[config.mk]
export PLATFORM = sky130hd
export DESIGN_NAME = xor_run_length_diff_encoder
export DESIGN_NICKNAME = d
export VERILOG_FILES = /design/src/sv/xrld_pkg.sv /design/src/sv/xrld_fifo.sv /design/src/sv/xrld_front.sv /design/src/sv/xrld_back.sv /design/src/sv/xor_run_length_diff_encoder.sv
export VERILOG_INCLUDE_DIRS = /design/src /design/src/sv
export SDC_FILE = /design/constraint.sdc
export NUM_CORES = 1
export LEC_CHECK = 0
export BUFFER_PORTS_ARGS = -buffer_cell sky130_fd_sc_hd__buf_2
export CAP_MARGIN = 20
export CORE_MARGIN = 3
export CORE_UTILIZATION = 35
export DETAILED_ROUTE_END_ITERATION = 8
export GPL_TIMING_DRIVEN = 0
export PLACE_DENSITY_LB_ADDON = 0.1
export SETUP_SLACK_MARGIN = 0.1
export SYNTH_ARGS = -nofsm -noshare
export SYNTH_HDL_FRONTEND = slang
export SYNTH_HIERARCHICAL = 1
export SYNTH_SLANG_ARGS = --single-unit
[constraint.sdc]
create_clock -name i_clk -period 3.45 [get_ports i_clk]
set_clock_uncertainty 0.2 [all_clocks]
set_input_delay 0.69 -clock i_clk [delete_from_list [all_inputs] [get_ports i_clk]]
set_output_delay 0.69 -clock i_clk [all_outputs]
set_load 0.01 [all_outputs]
[src/sv/xor_run_length_diff_encoder_macros.svh]
// Assertion macros of the XOR run-length diff encoder, used by the back part.
`ifndef XOR_RUN_LENGTH_DIFF_ENCODER_MACROS_SVH
`define XOR_RUN_LENGTH_DIFF_ENCODER_MACROS_SVH

// Check cons in the same cycle as ante.
`define XRLD_ASSERT_SAME(label, clk, rst_n, ante, cons) \
    label: assert property (@(posedge clk) disable iff (!rst_n) (ante) |-> (cons)) \
        else $error("xrld: same-cycle check failed");

// Check cons in the cycle after ante.
`define XRLD_ASSERT_NEXT(label, clk, rst_n, ante, cons) \
    label: assert property (@(posedge clk) disable iff (!rst_n) (ante) |=> (cons)) \
        else $error("xrld: next-cycle check failed");

`endif

[src/sv/xrld_pkg.sv]
// Shared types and constants of the XOR run-length diff encoder.
package xrld_pkg;

    localparam int QUEUE_DEPTH = 4;

    localparam logic [15:0] RUN_SPLIT = 16'h8000;
    localparam logic [15:0] RUN_MAX   = 16'hFFFF;

    localparam logic [7:0] ZERO_BYTE  = 8'h00;
    localparam logic [7:0] SPLIT_BYTE = 8'hFF;

    // Output byte slots of one command, in emission order.
    localparam int SLOT_SPLIT0 = 0;
    localparam int SLOT_SPLIT1 = 1;
    localparam int SLOT_SPLIT2 = 2;
    localparam int SLOT_RUN0   = 3;
    localparam int SLOT_RUN1   = 4;
    localparam int SLOT_RUN2   = 5;
    localparam int SLOT_XOR    = 6;
    localparam int NUM_SLOTS   = 7;

    // Bit positions in the output tuser.
    localparam int USER_VALID     = 0;
    localparam int USER_ITEM_LAST = 1;

    typedef struct packed {
        logic [NUM_SLOTS-1:0] slots;  // slots to emit
        logic [14:0]          jm1;    // run length minus one after split
        logic [7:0]           xbyte;  // XOR byte (zero for bare marker)
        logic                 has_x;  // XOR byte is a stream byte
        logic                 last;   // item closes the stream
    } t_cmd;

    typedef struct packed {
        logic full;
        logic nonempty;
    } t_q_stat;

endpackage

[src/sv/xrld_fifo.sv]
// Short command queue between the front and back parts.
module xrld_fifo #(
    parameter int WIDTH = 32,
    parameter int DEPTH = 4
) (
    input  logic               i_clk,
    input  logic               i_rst_n,
    input  logic               i_push,
    input  logic [WIDTH-1:0]   i_data,
    input  logic               i_pop,
    output logic [WIDTH-1:0]   o_data,
    output xrld_pkg::t_q_stat  o_stat
);

    localparam int AW = (DEPTH > 1) ? $clog2(DEPTH) : 1;
    localparam int CW = $clog2(DEPTH + 1);

    logic [WIDTH-1:0] r_mem [DEPTH];
    logic [AW-1:0]    r_wr_ptr, n_wr_ptr;
    logic [AW-1:0]    r_rd_ptr, n_rd_ptr;
    logic [CW-1:0]    r_count, n_count;

    always_comb begin
        n_wr_ptr = r_wr_ptr;
        n_rd_ptr = r_rd_ptr;
        n_count  = r_count;
        if (i_push) begin
            n_wr_ptr = (r_wr_ptr == AW'(DEPTH - 1)) ? '0 : r_wr_ptr + 1'b1;
        end
        if (i_pop) begin
            n_rd_ptr = (r_rd_ptr == AW'(DEPTH - 1)) ? '0 : r_rd_ptr + 1'b1;
        end
        if (i_push && !i_pop) begin
            n_count = r_count + 1'b1;
        end else if (!i_push && i_pop) begin
            n_count = r_count - 1'b1;
        end
    end

    always_ff @(posedge i_clk) begin
        if (!i_rst_n) begin
            r_wr_ptr <= '0;
            r_rd_ptr <= '0;
            r_count  <= '0;
        end else begin
            r_wr_ptr <= n_wr_ptr;
            r_rd_ptr <= n_rd_ptr;
            r_count  <= n_count;
        end
    end

    always_ff @(posedge i_clk) begin
        if (i_push) begin
            r_mem[r_wr_ptr] <= i_data;
        end
    end

    assign o_data          = r_mem[r_rd_ptr];
    assign o_stat.full     = (r_count == CW'(DEPTH));
    assign o_stat.nonempty = (r_count != '0);

endmodule

[src/sv/xrld_front.sv]
// Front part: XOR, zero-run tracking and command classification.
module xrld_front (
    input  logic               i_clk,
    input  logic               i_rst_n,
    input  logic               i_valid,
    output logic               o_ready,
    input  logic [7:0]         i_cur,
    input  logic [7:0]         i_prev,
    input  logic               i_last,
    input  logic               i_q_full,
    output logic               o_push,
    output xrld_pkg::t_cmd     o_cmd
);

    logic [15:0] r_zero_run, n_zero_run;
    logic [7:0]  x;
    logic        x_nz;
    logic        accept;
    logic        split;
    logic [15:0] rem;
    logic        run_nz;
    logic [15:0] jm1_w;
    logic        long_run;

    always_comb begin
        x        = i_cur ^ i_prev;
        x_nz     = |x;
        accept   = i_valid && !i_q_full;
        split    = r_zero_run > xrld_pkg::RUN_SPLIT;
        rem      = split ? r_zero_run - xrld_pkg::RUN_SPLIT : r_zero_run;
        run_nz   = |rem;
        jm1_w    = rem - 16'd1;
        long_run = run_nz && (jm1_w[14:7] != 8'd0);

        o_cmd.slots = {1'b1, x_nz && long_run, x_nz && run_nz, x_nz && run_nz,
                       {3{x_nz && split}}};
        o_cmd.jm1   = jm1_w[14:0];
        o_cmd.xbyte = x;
        o_cmd.has_x = x_nz;
        o_cmd.last  = i_last;

        // Items that only extend a run produce no command.
        o_push = accept && (x_nz || i_last);

        n_zero_run = r_zero_run;
        if (accept) begin
            if (x_nz || i_last) begin
                n_zero_run = '0;
            end else if (r_zero_run != xrld_pkg::RUN_MAX) begin
                n_zero_run = r_zero_run + 16'd1;
            end
        end
    end

    assign o_ready = !i_q_full;

    always_ff @(posedge i_clk) begin
        if (!i_rst_n) begin
            r_zero_run <= '0;
        end else begin
            r_zero_run <= n_zero_run;
        end
    end

endmodule

[src/sv/xrld_back.sv]
// Back part: expands queued commands into output bytes, one per cycle unless the output stalls.
`include "xor_run_length_diff_encoder_macros.svh"

module xrld_back (
    input  logic               i_clk,
    input  logic               i_rst_n,
    input  logic               i_q_valid,
    input  xrld_pkg::t_cmd     i_cmd,
    output logic               o_pop,
    output logic               o_valid,
    input  logic               i_ready,
    output logic [7:0]         o_data,
    output logic [1:0]         o_user,
    output logic               o_last
);

    logic                          r_busy, n_busy;
    logic [xrld_pkg::NUM_SLOTS-1:0] r_slots, n_slots;
    xrld_pkg::t_cmd                r_cmd;
    logic                          r_ovalid;
    logic [7:0]                    r_obyte;
    logic [1:0]                    r_ouser;
    logic                          r_olast;

    logic                          adv;
    logic                          emit;
    logic [xrld_pkg::NUM_SLOTS-1:0] low;
    logic [xrld_pkg::NUM_SLOTS-1:0] rest;
    logic                          done;
    logic [7:0]                    e_byte;
    logic                          e_valid;
    logic                          e_end;

    always_comb begin
        adv   = !r_ovalid || i_ready;
        emit  = adv && r_busy;
        low   = r_slots & (~r_slots + 1'b1);
        rest  = r_slots & ~low;
        done  = (rest == '0);
        o_pop = i_q_valid && (!r_busy || (emit && done));

        e_valid = 1'b1;
        e_end   = 1'b0;
        priority if (r_slots[xrld_pkg::SLOT_SPLIT0]) begin
            e_byte = xrld_pkg::ZERO_BYTE;
        end else if (r_slots[xrld_pkg::SLOT_SPLIT1]) begin
            e_byte = xrld_pkg::SPLIT_BYTE;
        end else if (r_slots[xrld_pkg::SLOT_SPLIT2]) begin
            e_byte = xrld_pkg::SPLIT_BYTE;
        end else if (r_slots[xrld_pkg::SLOT_RUN0]) begin
            e_byte = xrld_pkg::ZERO_BYTE;
        end else if (r_slots[xrld_pkg::SLOT_RUN1]) begin
            // Set bit 7 when a high byte follows.
            e_byte = {r_slots[xrld_pkg::SLOT_RUN2], r_cmd.jm1[6:0]};
        end else if (r_slots[xrld_pkg::SLOT_RUN2]) begin
            e_byte = r_cmd.jm1[14:7];
        end else begin
            e_byte  = r_cmd.xbyte;
            e_valid = r_cmd.has_x;
            e_end   = r_cmd.last;
        end

        n_busy  = r_busy;
        n_slots = r_slots;
        if (o_pop) begin
            n_busy  = 1'b1;
            n_slots = i_cmd.slots;
        end else if (emit) begin
            n_busy  = !done;
            n_slots = rest;
        end
    end

    always_ff @(posedge i_clk) begin
        if (!i_rst_n) begin
            r_busy   <= 1'b0;
            r_slots  <= '0;
            r_ovalid <= 1'b0;
        end else begin
            r_busy  <= n_busy;
            r_slots <= n_slots;
            if (adv) begin
                r_ovalid <= emit;
            end
        end
    end

    always_ff @(posedge i_clk) begin
        if (o_pop) begin
            r_cmd <= i_cmd;
        end
        if (emit) begin
            r_obyte                           <= e_byte;
            r_ouser[xrld_pkg::USER_VALID]     <= e_valid;
            r_ouser[xrld_pkg::USER_ITEM_LAST] <= done;
            r_olast                           <= e_end;
        end
    end

    assign o_valid = r_ovalid;
    assign o_data  = r_obyte;
    assign o_user  = r_ouser;
    assign o_last  = r_olast;

    `XRLD_ASSERT_SAME(a_end_is_item_last, i_clk, i_rst_n, r_ovalid && r_olast, r_ouser[xrld_pkg::USER_ITEM_LAST])
    `XRLD_ASSERT_SAME(a_marker_ends_stream, i_clk, i_rst_n, r_ovalid && !r_ouser[xrld_pkg::USER_VALID], r_olast)
    `XRLD_ASSERT_SAME(a_busy_has_xor_slot, i_clk, i_rst_n, r_busy, r_slots[xrld_pkg::SLOT_XOR])
    `XRLD_ASSERT_NEXT(a_idle_after_drain, i_clk, i_rst_n, emit && done && !i_q_valid, !r_busy)

endmodule

[src/sv/xor_run_length_diff_encoder.sv]
// Path of a command item: command queue, slot register, then the output register.
// Throughput: one input transfer per cycle while the command queue has room;
// one output byte per cycle while the output is not stalled; an item yields 1 to 7 bytes.
// Items that only extend a zero run produce no output byte; the queue depth sets the slack.
// Reset (i_rst_n low at a clock edge) clears the zero run, the queue, back state and tvalid.
// When the last byte of an image is accepted, the zero run is cleared for the next stream.
module xor_run_length_diff_encoder #(
    parameter int QUEUE_DEPTH = xrld_pkg::QUEUE_DEPTH
) (
    input  logic        i_clk,
    input  logic        i_rst_n,
    // Input stream
    input  logic        i_s_tvalid,
    output logic        o_s_tready,
    input  logic [15:0] i_s_tdata,   // [7:0] cur_byte, [15:8] prev_byte
    input  logic        i_s_tlast,   // last_byte
    // Output stream
    output logic        o_m_tvalid,
    input  logic        i_m_tready,
    output logic [7:0]  o_m_tdata,   // [7:0] out_byte
    output logic [1:0]  o_m_tuser,   // [0] out_valid, [1] item_last
    output logic        o_m_tlast    // stream_end
);

    localparam int CMD_W = $bits(xrld_pkg::t_cmd);

    xrld_pkg::t_cmd    push_cmd;
    xrld_pkg::t_cmd    head_cmd;
    xrld_pkg::t_q_stat q_stat;
    logic              push;
    logic              pop;
    logic [CMD_W-1:0]  head_bits;

    // Front: XOR each byte pair, count zero runs, push one command per
    // nonzero XOR or end of image.
    xrld_front u_front (
        .i_clk    (i_clk),
        .i_rst_n  (i_rst_n),
        .i_valid  (i_s_tvalid),
        .o_ready  (o_s_tready),
        .i_cur    (i_s_tdata[7:0]),
        .i_prev   (i_s_tdata[15:8]),
        .i_last   (i_s_tlast),
        .i_q_full (q_stat.full),
        .o_push   (push),
        .o_cmd    (push_cmd)
    );

    // Queue decouples input acceptance from multi-byte emission.
    xrld_fifo #(
        .WIDTH (CMD_W),
        .DEPTH (QUEUE_DEPTH)
    ) u_queue (
        .i_clk   (i_clk),
        .i_rst_n (i_rst_n),
        .i_push  (push),
        .i_data  (push_cmd),
        .i_pop   (pop),
        .o_data  (head_bits),
        .o_stat  (q_stat)
    );

    assign head_cmd = xrld_pkg::t_cmd'(head_bits);

    // Back: walk the slots of each command and drive the output register.
    xrld_back u_back (
        .i_clk     (i_clk),
        .i_rst_n   (i_rst_n),
        .i_q_valid (q_stat.nonempty),
        .i_cmd     (head_cmd),
        .o_pop     (pop),
        .o_valid   (o_m_tvalid),
        .i_ready   (i_m_tready),
        .o_data    (o_m_tdata),
        .o_user    (o_m_tuser),
        .o_last    (o_m_tlast)
    );

endmodule
==> results.txt, run 1 <==
Die X - 161 microns
FF-to-FF setup slack - 0.19 ns
Commonest cells post-synth - edfxtp_1 (164), dfxtp_1 (34), nand2_1 (34)
RSZ-0062 raised after global routing - true
H-tree Lvls - 4
die area - 25900 sq um
Yosys top cell area share - 0.587
Seq pwr share - 0.440
post-synthesis register bit count - 198
IO Pins - 34
synth warn - 6
Top FF cell, synth - edfxtp_1
number of global-route vias before repair - 4937
CP Launch Type - register
CTS Root Cell - clkbuf_16
cell count after synthesis - 548
Post-CTS Hold Fix Bufs - 0
reg2reg end - u_queue/r_count[2]
clock group share of total power - 0.287
worst-case clock buffer depth - 2
placed instance area - 9050 sq um
FMAX - 307 MHz
CP Capture Type - register
Final Hold Fails - 0
Residual DRC - 0
Initial Util - 0.356
critical path, cell by cell - or3_4 -> or2b_4 -> a21boi_4 -> o21ai_2 -> nand2_4 -> clkinvlp_4 -> inv_2 -> ha_1 -> inv_1 -> fa_1 -> xor2_1 -> or3_1 -> a21boi_1
first-pass GRT wire length - 28100 microns
Max VDD drop - 366 uV
syn avg cell area - 15.3 sq um
fin area - 9730 sq um
setup TNS - 0 ns
DRT iter0 DRCs - 291
Post-Syn Nets - 578
GP Congestion - 0.810
most common cell in the netlist - edfxtp_1
vias - 4786
CP max-delay cell - or3_4
All-Layer GR Usage - 0.144
max-slew violations - 0
router iterations before antenna repair - 4
drt wl/cell - 19.1 microns
Site Rows - 56
Sw Pwr - 0.00218 W
outcome - complete, no violations
largest net degree at the start of global routing - 25
fin util - 0.413
core area - 23500 sq um
Int Pwr - 0.00512 W
layout cells sized above 1 - 0.228
EDFF count, synth - 164
Final Critical Period - 3.26 ns
IO Port Bufs - 33
n_diodes - 0
clk_lat worst skew - 0.42 ns
crit path from - u_queue/r_count[0]
DRT antenna net count - 0
GRT Residual Overflow - 0
WP data required - 3.61 ns
switch share - 0.299
nets - 639
layout overhead on the synthesized area - 16.0%
largest cells by area after synthesis - edfxtp_1 (59%), dfxtp_1 (8.1%), mux4_2 (8.1%)
# clock sinks - 198
area leader, netlist - edfxtp_1
Detailed Place HPWL - 12400 microns
cells on worst reg2reg path - 13
slowest stage delay, CP - 0.44 ns
Routed Wire Length - 17900 microns
sequential area share after synthesis - 0.668
chip height - 161 microns
Worst-Margin Slew - 1.08 ns
Netlist cell types - 65
crit path kind - register to register
WP depth - 13
Worst-path clk slew - 0.07 ns
ys async rst share - 0
Max Cap Viol - 0
CTS tree - done
HP Start - u_back/r_slots[6]
worst hold slack - 0.324 ns
Buf/Inv on CP - 3
LEAKAGE - 3.00 nW
CP endpoint - u_queue/r_count[2]
Place WS - -0.661 ns
Power per Cell Area - 750 nW/um^2
Critical Path AT - 3.41 ns
reg2reg start - u_queue/r_count[0]
Post-Syn Area - 8390 sq um
crit-path max FO - 6
combinational group share of total power - 0.273
Hold Path Class - register to register
Final setup viols - 0
Rel. slew slack - 0.281
Final WS setup - 0.191 ns
Crit path max-delay family - simple AND/OR/NAND/NOR gates
Via density - 5.09
total CTS buffers - 17
final worst path period share - 0.945
initial antenna violation count - 0
==> layout make-up <==
class                      count  area, sq um
inverter                      10         41.3
fill                        2170        13800
timing repair buffer          41          275
multi-input combinational    304         2550
sequential                   198         5610
buffer                        36          226
clock buffer                  18          429
tap                          319          399
timing repair inverter         1         5.00
clock inverter                14          196
==> worst min-delay path by stage <==
stage | slack [ns] | to | depth (start not counted)
after detailed placement | 0.32 | u_back/r_slots[6] | 2
after floorplan | 0.27 | u_queue/r_count[2] | 2
final | 0.32 | u_back/r_slots[6] | 2
after CTS | 0.33 | u_back/r_slots[6] | 2
after global routing | 0.36 | u_back/o_user[0] | 1
after global placement | 0.28 | u_queue/r_count[2] | 2
==> worst min-delay path: cells and delay by family, from the launching register on <==
family | cells | cell delay, ns
compound gates | 2 | 0.14
flops | 1 | 0.34
==> power groups by stage <==
stage | registers (W) | logic, W | clock network, W
2_1_floorplan | 0.00325 | 0.00133 | 0
3_3_place_gp | 0.00327 | 0.00185 | 0
3_5_place_dp | 0.00327 | 0.00191 | 0
4_1_cts | 0.00322 | 0.00199 | 0.00215
5_1_grt | 0.00325 | 0.00219 | 0.00225
6_report | 0.00321 | 0.00199 | 0.00210
==> placed cells by master, fill, tap and decap left out, types with 11 or more instances in the layout <==
cell and n:
edfxtp_1 164, buf_2 40, nand2_1 34, dfxtp_1 34, mux4_2 30, a21oi_1 19, clkbuf_1 18, clkbuf_16 17
nor2_1 17, xor2_1 17, nor3_1 15, o21ai_0 14, mux2i_1 12, buf_4 11, nand2b_1 11, nand3_1 11
==> sequential cells by signal (all words and copies together), names as in the netlist, named ones only <==
signal,cells
u_queue/r_mem,128
u_back/r_cmd,25
u_front/r_zero_run,16
u_back/o_data,8
u_back/r_slots,7
u_queue/r_count,3
u_back/o_user,2
u_queue/r_rd_ptr,2
u_queue/r_wr_ptr,2
u_back/o_last,1
u_back/o_valid,1
u_back/r_busy,1
==> logic make-up (layout without fill, tap and decap cells) <==
| family | after synthesis | in the layout | synth area share |
|---|---|---|---|
| AND/OR/NAND/NOR | 152 | 152 | 0.104 |
| buffers and inverters | 46 | 120 | 0.0315 |
| adder cells (fa/ha/maj) | 9 | 9 | 0.0143 |
| multiplexers | 44 | 44 | 0.101 |
| other | 1 | 1 | 0.000447 |
| XOR/XNOR | 20 | 20 | 0.0209 |
| AO/OA/AOI/OAI | 78 | 78 | 0.0598 |
| flip-flops | 198 | 198 | 0.668 |
==> through the flow <==
stage,power (W),cells
finish,0.00730,941
CTS,0.00735,938
floorplan,0.00458,548
global route,0.00769,941
global placement,0.00512,900
detailed placement,0.00518,904
==> routing by layer <==
layer,GRT usage,part of all wire
met2,0.231,0.48
met1,0.199,0.48
met5,0,0
met3,0.0302,0.033
met4,0.0387,0.0095
==> what timing repair did <==
| action | CTS | global route |
|---|---|---|
| gates resized for setup | 3 | 1 |
| buffers inserted | 1 | 3 |
| cloned | 1 | 0 |
| pin swaps | 0 | 2 |
| setup endpoints to repair | 7 | 5 |
(Power assumes the default switching activity.)
==> run 2, diff against run 1 <==
- MAX_ROUTING_LAYER: not set -> met4
==> run 2 against run 1 <==
  * Sequential power is essentially flat
  * Flip-flop and latch count is the same
  * Maximum frequency is essentially flat
  * Combinational power is essentially flat
  * Power is essentially flat
  * First-iteration DRC count grew 6.9%
  * Sequential share of layout area is essentially flat
  * Via count shrank 0.15%
  * Clock-buffer cell count is the same
  * Critical path depth is the same
  * Global-route usage grew 0.44 points
  * Largest cell class unchanged
  * Highest routed layer unchanged
==> results.txt, run 2 (same netlist as run 1, synthesis figures left out) <==
CTS tree - done
FMAX - 307 MHz (about the same)
# clock sinks - 198 (unchanged)
outcome - complete, no violations
Max VDD drop - 368 uV (+0.51%)
Max Cap Viol - 0 (unchanged)
initial antenna violation count - 0 (unchanged)
Final setup viols - 0 (unchanged)
DRT antenna net count - 0 (unchanged)
most frequent cells in the layout - edfxtp_1 (164), buf_2 (40), nand2_1 (34), dfxtp_1 (34), mux4_2 (30)
cells on worst reg2reg path - 13 (unchanged)
Site Rows - 56 (unchanged)
DRT iter0 DRCs - 311 (+6.9%)
number of global-route vias before repair - 4939 (+0.041%)
LEAKAGE - 3.00 nW (about the same)
router iterations before antenna repair - 4 (unchanged)
nets - 639 (unchanged)
All-Layer GR Usage - 0.148 (+0.00438)
crit-path max FO - 6 (unchanged)
Hold Path Class - register to register
Initial Util - 0.356 (unchanged)
vias - 4779 (-0.15%)
Regs by FF count - u_queue/r_mem: 128 flops, u_back/r_cmd: 25 flops, u_front/r_zero_run: 16 flops
Detailed Place HPWL - 12400 microns (unchanged)
worst-case clock buffer depth - 2 (unchanged)
Residual DRC - 0 (unchanged)
IO Port Bufs - 33 (unchanged)
flip-flop and latch area - 5610 sq um (unchanged)
Die X - 161 microns (unchanged)
CTS Root Cell - clkbuf_16
total CTS buffers - 17 (unchanged)
switch share - 0.299 (about the same)
clk_lat worst skew - 0.42 ns (about the same)
area of the multi-input gates - 2550 sq um (unchanged)
max FFs per register - 128 (unchanged)
Worst-Margin Slew - 1.10 ns (+0.0187 ns)
Final WS setup - 0.191 ns (-0.000655 ns)
CP Capture Type - register
RSZ-0062 raised after global routing - true
max-slew violations - 0 (unchanged)
first-pass GRT wire length - 28100 microns (unchanged)
Critical Path AT - 3.41 ns (about the same)
Worst-path clk slew - 0.07 ns (about the same)
Largest Register - u_queue/r_mem
reg2reg end - u_queue/r_count[2]
GP Congestion - 0.822 (+1.5%)
crit path kind - register to register
largest net degree at the start of global routing - 25 (unchanged)
chip height - 161 microns (unchanged)
layout overhead on the synthesized area - 16.0% (about the same)
Place WS - -0.661 ns (unchanged)
combinational group share of total power - 0.273 (about the same)
reg2reg start - u_queue/r_count[0]
die area - 25900 sq um (unchanged)
core area - 23500 sq um (unchanged)
Crit path max-delay family - simple AND/OR/NAND/NOR gates
GRT Residual Overflow - 0 (unchanged)
final worst path period share - 0.945 (about the same)
worst hold stages - 2 (unchanged)
drt wl/cell - 19.0 microns (-0.48%)
Power per Cell Area - 750 nW/um^2 (about the same)
WP data required - 3.60 ns (about the same)
H-tree Lvls - 4 (unchanged)
clock group share of total power - 0.288 (about the same)
IO Pins - 34 (unchanged)
Via density - 5.07 (-0.25%)
Sw Pwr - 0.00218 W (about the same)
CP max-delay cell - or3_4
layout cells sized above 1 - 0.228 (unchanged)
total power - 0.00730 W (about the same)
most common cell after layout, fill and taps aside - edfxtp_1
critical path, cell by cell - or3_4 -> or2b_4 -> a21boi_4 -> o21ai_2 -> nand2_4 -> clkinvlp_4 -> inv_2 -> ha_1 -> inv_1 -> fa_1 -> xor2_1 -> or3_1 -> a21boi_1
Rel. slew slack - 0.268 (-0.0125)
Int Pwr - 0.00512 W (about the same)
Buf/Inv on CP - 3 (unchanged)
slowest stage delay, CP - 0.44 ns (about the same)
Hold Path Sink - u_back/r_slots[6]
Seq pwr share - 0.440 (about the same)
FF-to-FF setup slack - 0.19 ns (about the same)
HP Start - u_back/r_slots[6]
Post-CTS Hold Fix Bufs - 0 (unchanged)
CP Launch Type - register
Routed Wire Length - 17900 microns (-0.37%)
Final Hold Fails - 0 (unchanged)
number of fill cells - 2171 (+0.046%)
Final Critical Period - 3.26 ns (+0.000655 ns)
## run 2: cell count changes in the layout (fill, tap and decap cells not counted), sizes merged
| cell | previous run | this run |
|---|---|---|
| diode | 0 | 1 |
## run 2: power by group through the flow
| stage | sequential, W | combinational [W] | clock [W] |
|---|---|---|---|
| after floorplan | 0.00325 | 0.00133 | 0 |
| after global placement | 0.00327 | 0.00185 | 0 |
| after detailed placement | 0.00327 | 0.00191 | 0 |
| after CTS | 0.00322 | 0.00199 | 0.00215 |
| after global routing | 0.00325 | 0.00219 | 0.00225 |
| final | 0.00321 | 0.00199 | 0.00210 |
## run 2: repair_timing
action / in CTS / in global routing
setup endpoints to repair: 7 / 5
resized for setup: 3 / 1
setup buffers: 1 / 3
pin swaps: 0 / 2
cloned: 1 / 0
## run 2: area by class of cell
type,instances,share of cell area
clock inverter,14,0.0202
timing repair buffer,41,0.0283
timing repair inverter,1,0.000514
antenna,1,0.000257
clock buffer,18,0.0441
buffer,36,0.0233
multi-input combinational,304,0.262
sequential,198,0.576
inverter,10,0.00424
tap,319,0.0410
## run 2: stage by stage
stage          setup TNS, ns  hold slack (ns)  cells  area (sq um)   util
4_1_cts                    0            0.330    938          9700  0.412
3_3_place_gp          -95.90            0.283    900          8970  0.381
5_1_grt                    0            0.359    941          9730  0.413
6_report                   0            0.326    942          9730  0.413
3_5_place_dp           -7.07            0.321    904          9050  0.385
2_1_floorplan              0            0.267    548          8400      -
## run 2: routing by layer
metal | vias to the layer above | track usage | wire length, microns
met3 | 11 | 0.0325 | 613
met5 | - | - | 0
met1 | 2427 | 0.199 | 8500
met2 | 88 | 0.231 | 8570
met4 | 0 | 0.0372 | 181
li1 | 2253 | - | -
## run 2: worst register-to-register path, delay by kind of cell, from the launching register on
kind	cells	cell delay, ns
AO/OA/AOI/OAI	3	0.49
XOR/XNOR	1	0.16
adder cells (fa/ha/maj)	2	0.56
buffers and inverters	3	0.29
flip-flops	1	0.36
AND/OR/NAND/NOR	4	1.14
## run 2: worst max path at each step
stage | cells after the start | from | end | slack [ns]
2_1_floorplan | 13 | u_queue/r_count[1] | u_queue/r_count[2] | 0.11
5_1_grt | 13 | u_queue/r_count[0] | u_queue/r_count[2] | 0.05
3_3_place_gp | 6 | i_s_tdata[14] | u_queue/r_mem[3][9] | -0.75
3_5_place_dp | 13 | u_queue/r_count[1] | u_queue/r_count[2] | -0.66
4_1_cts | 13 | u_queue/r_count[1] | u_queue/r_count[2] | 0.06
6_report | 13 | u_queue/r_count[0] | u_queue/r_count[2] | 0.19
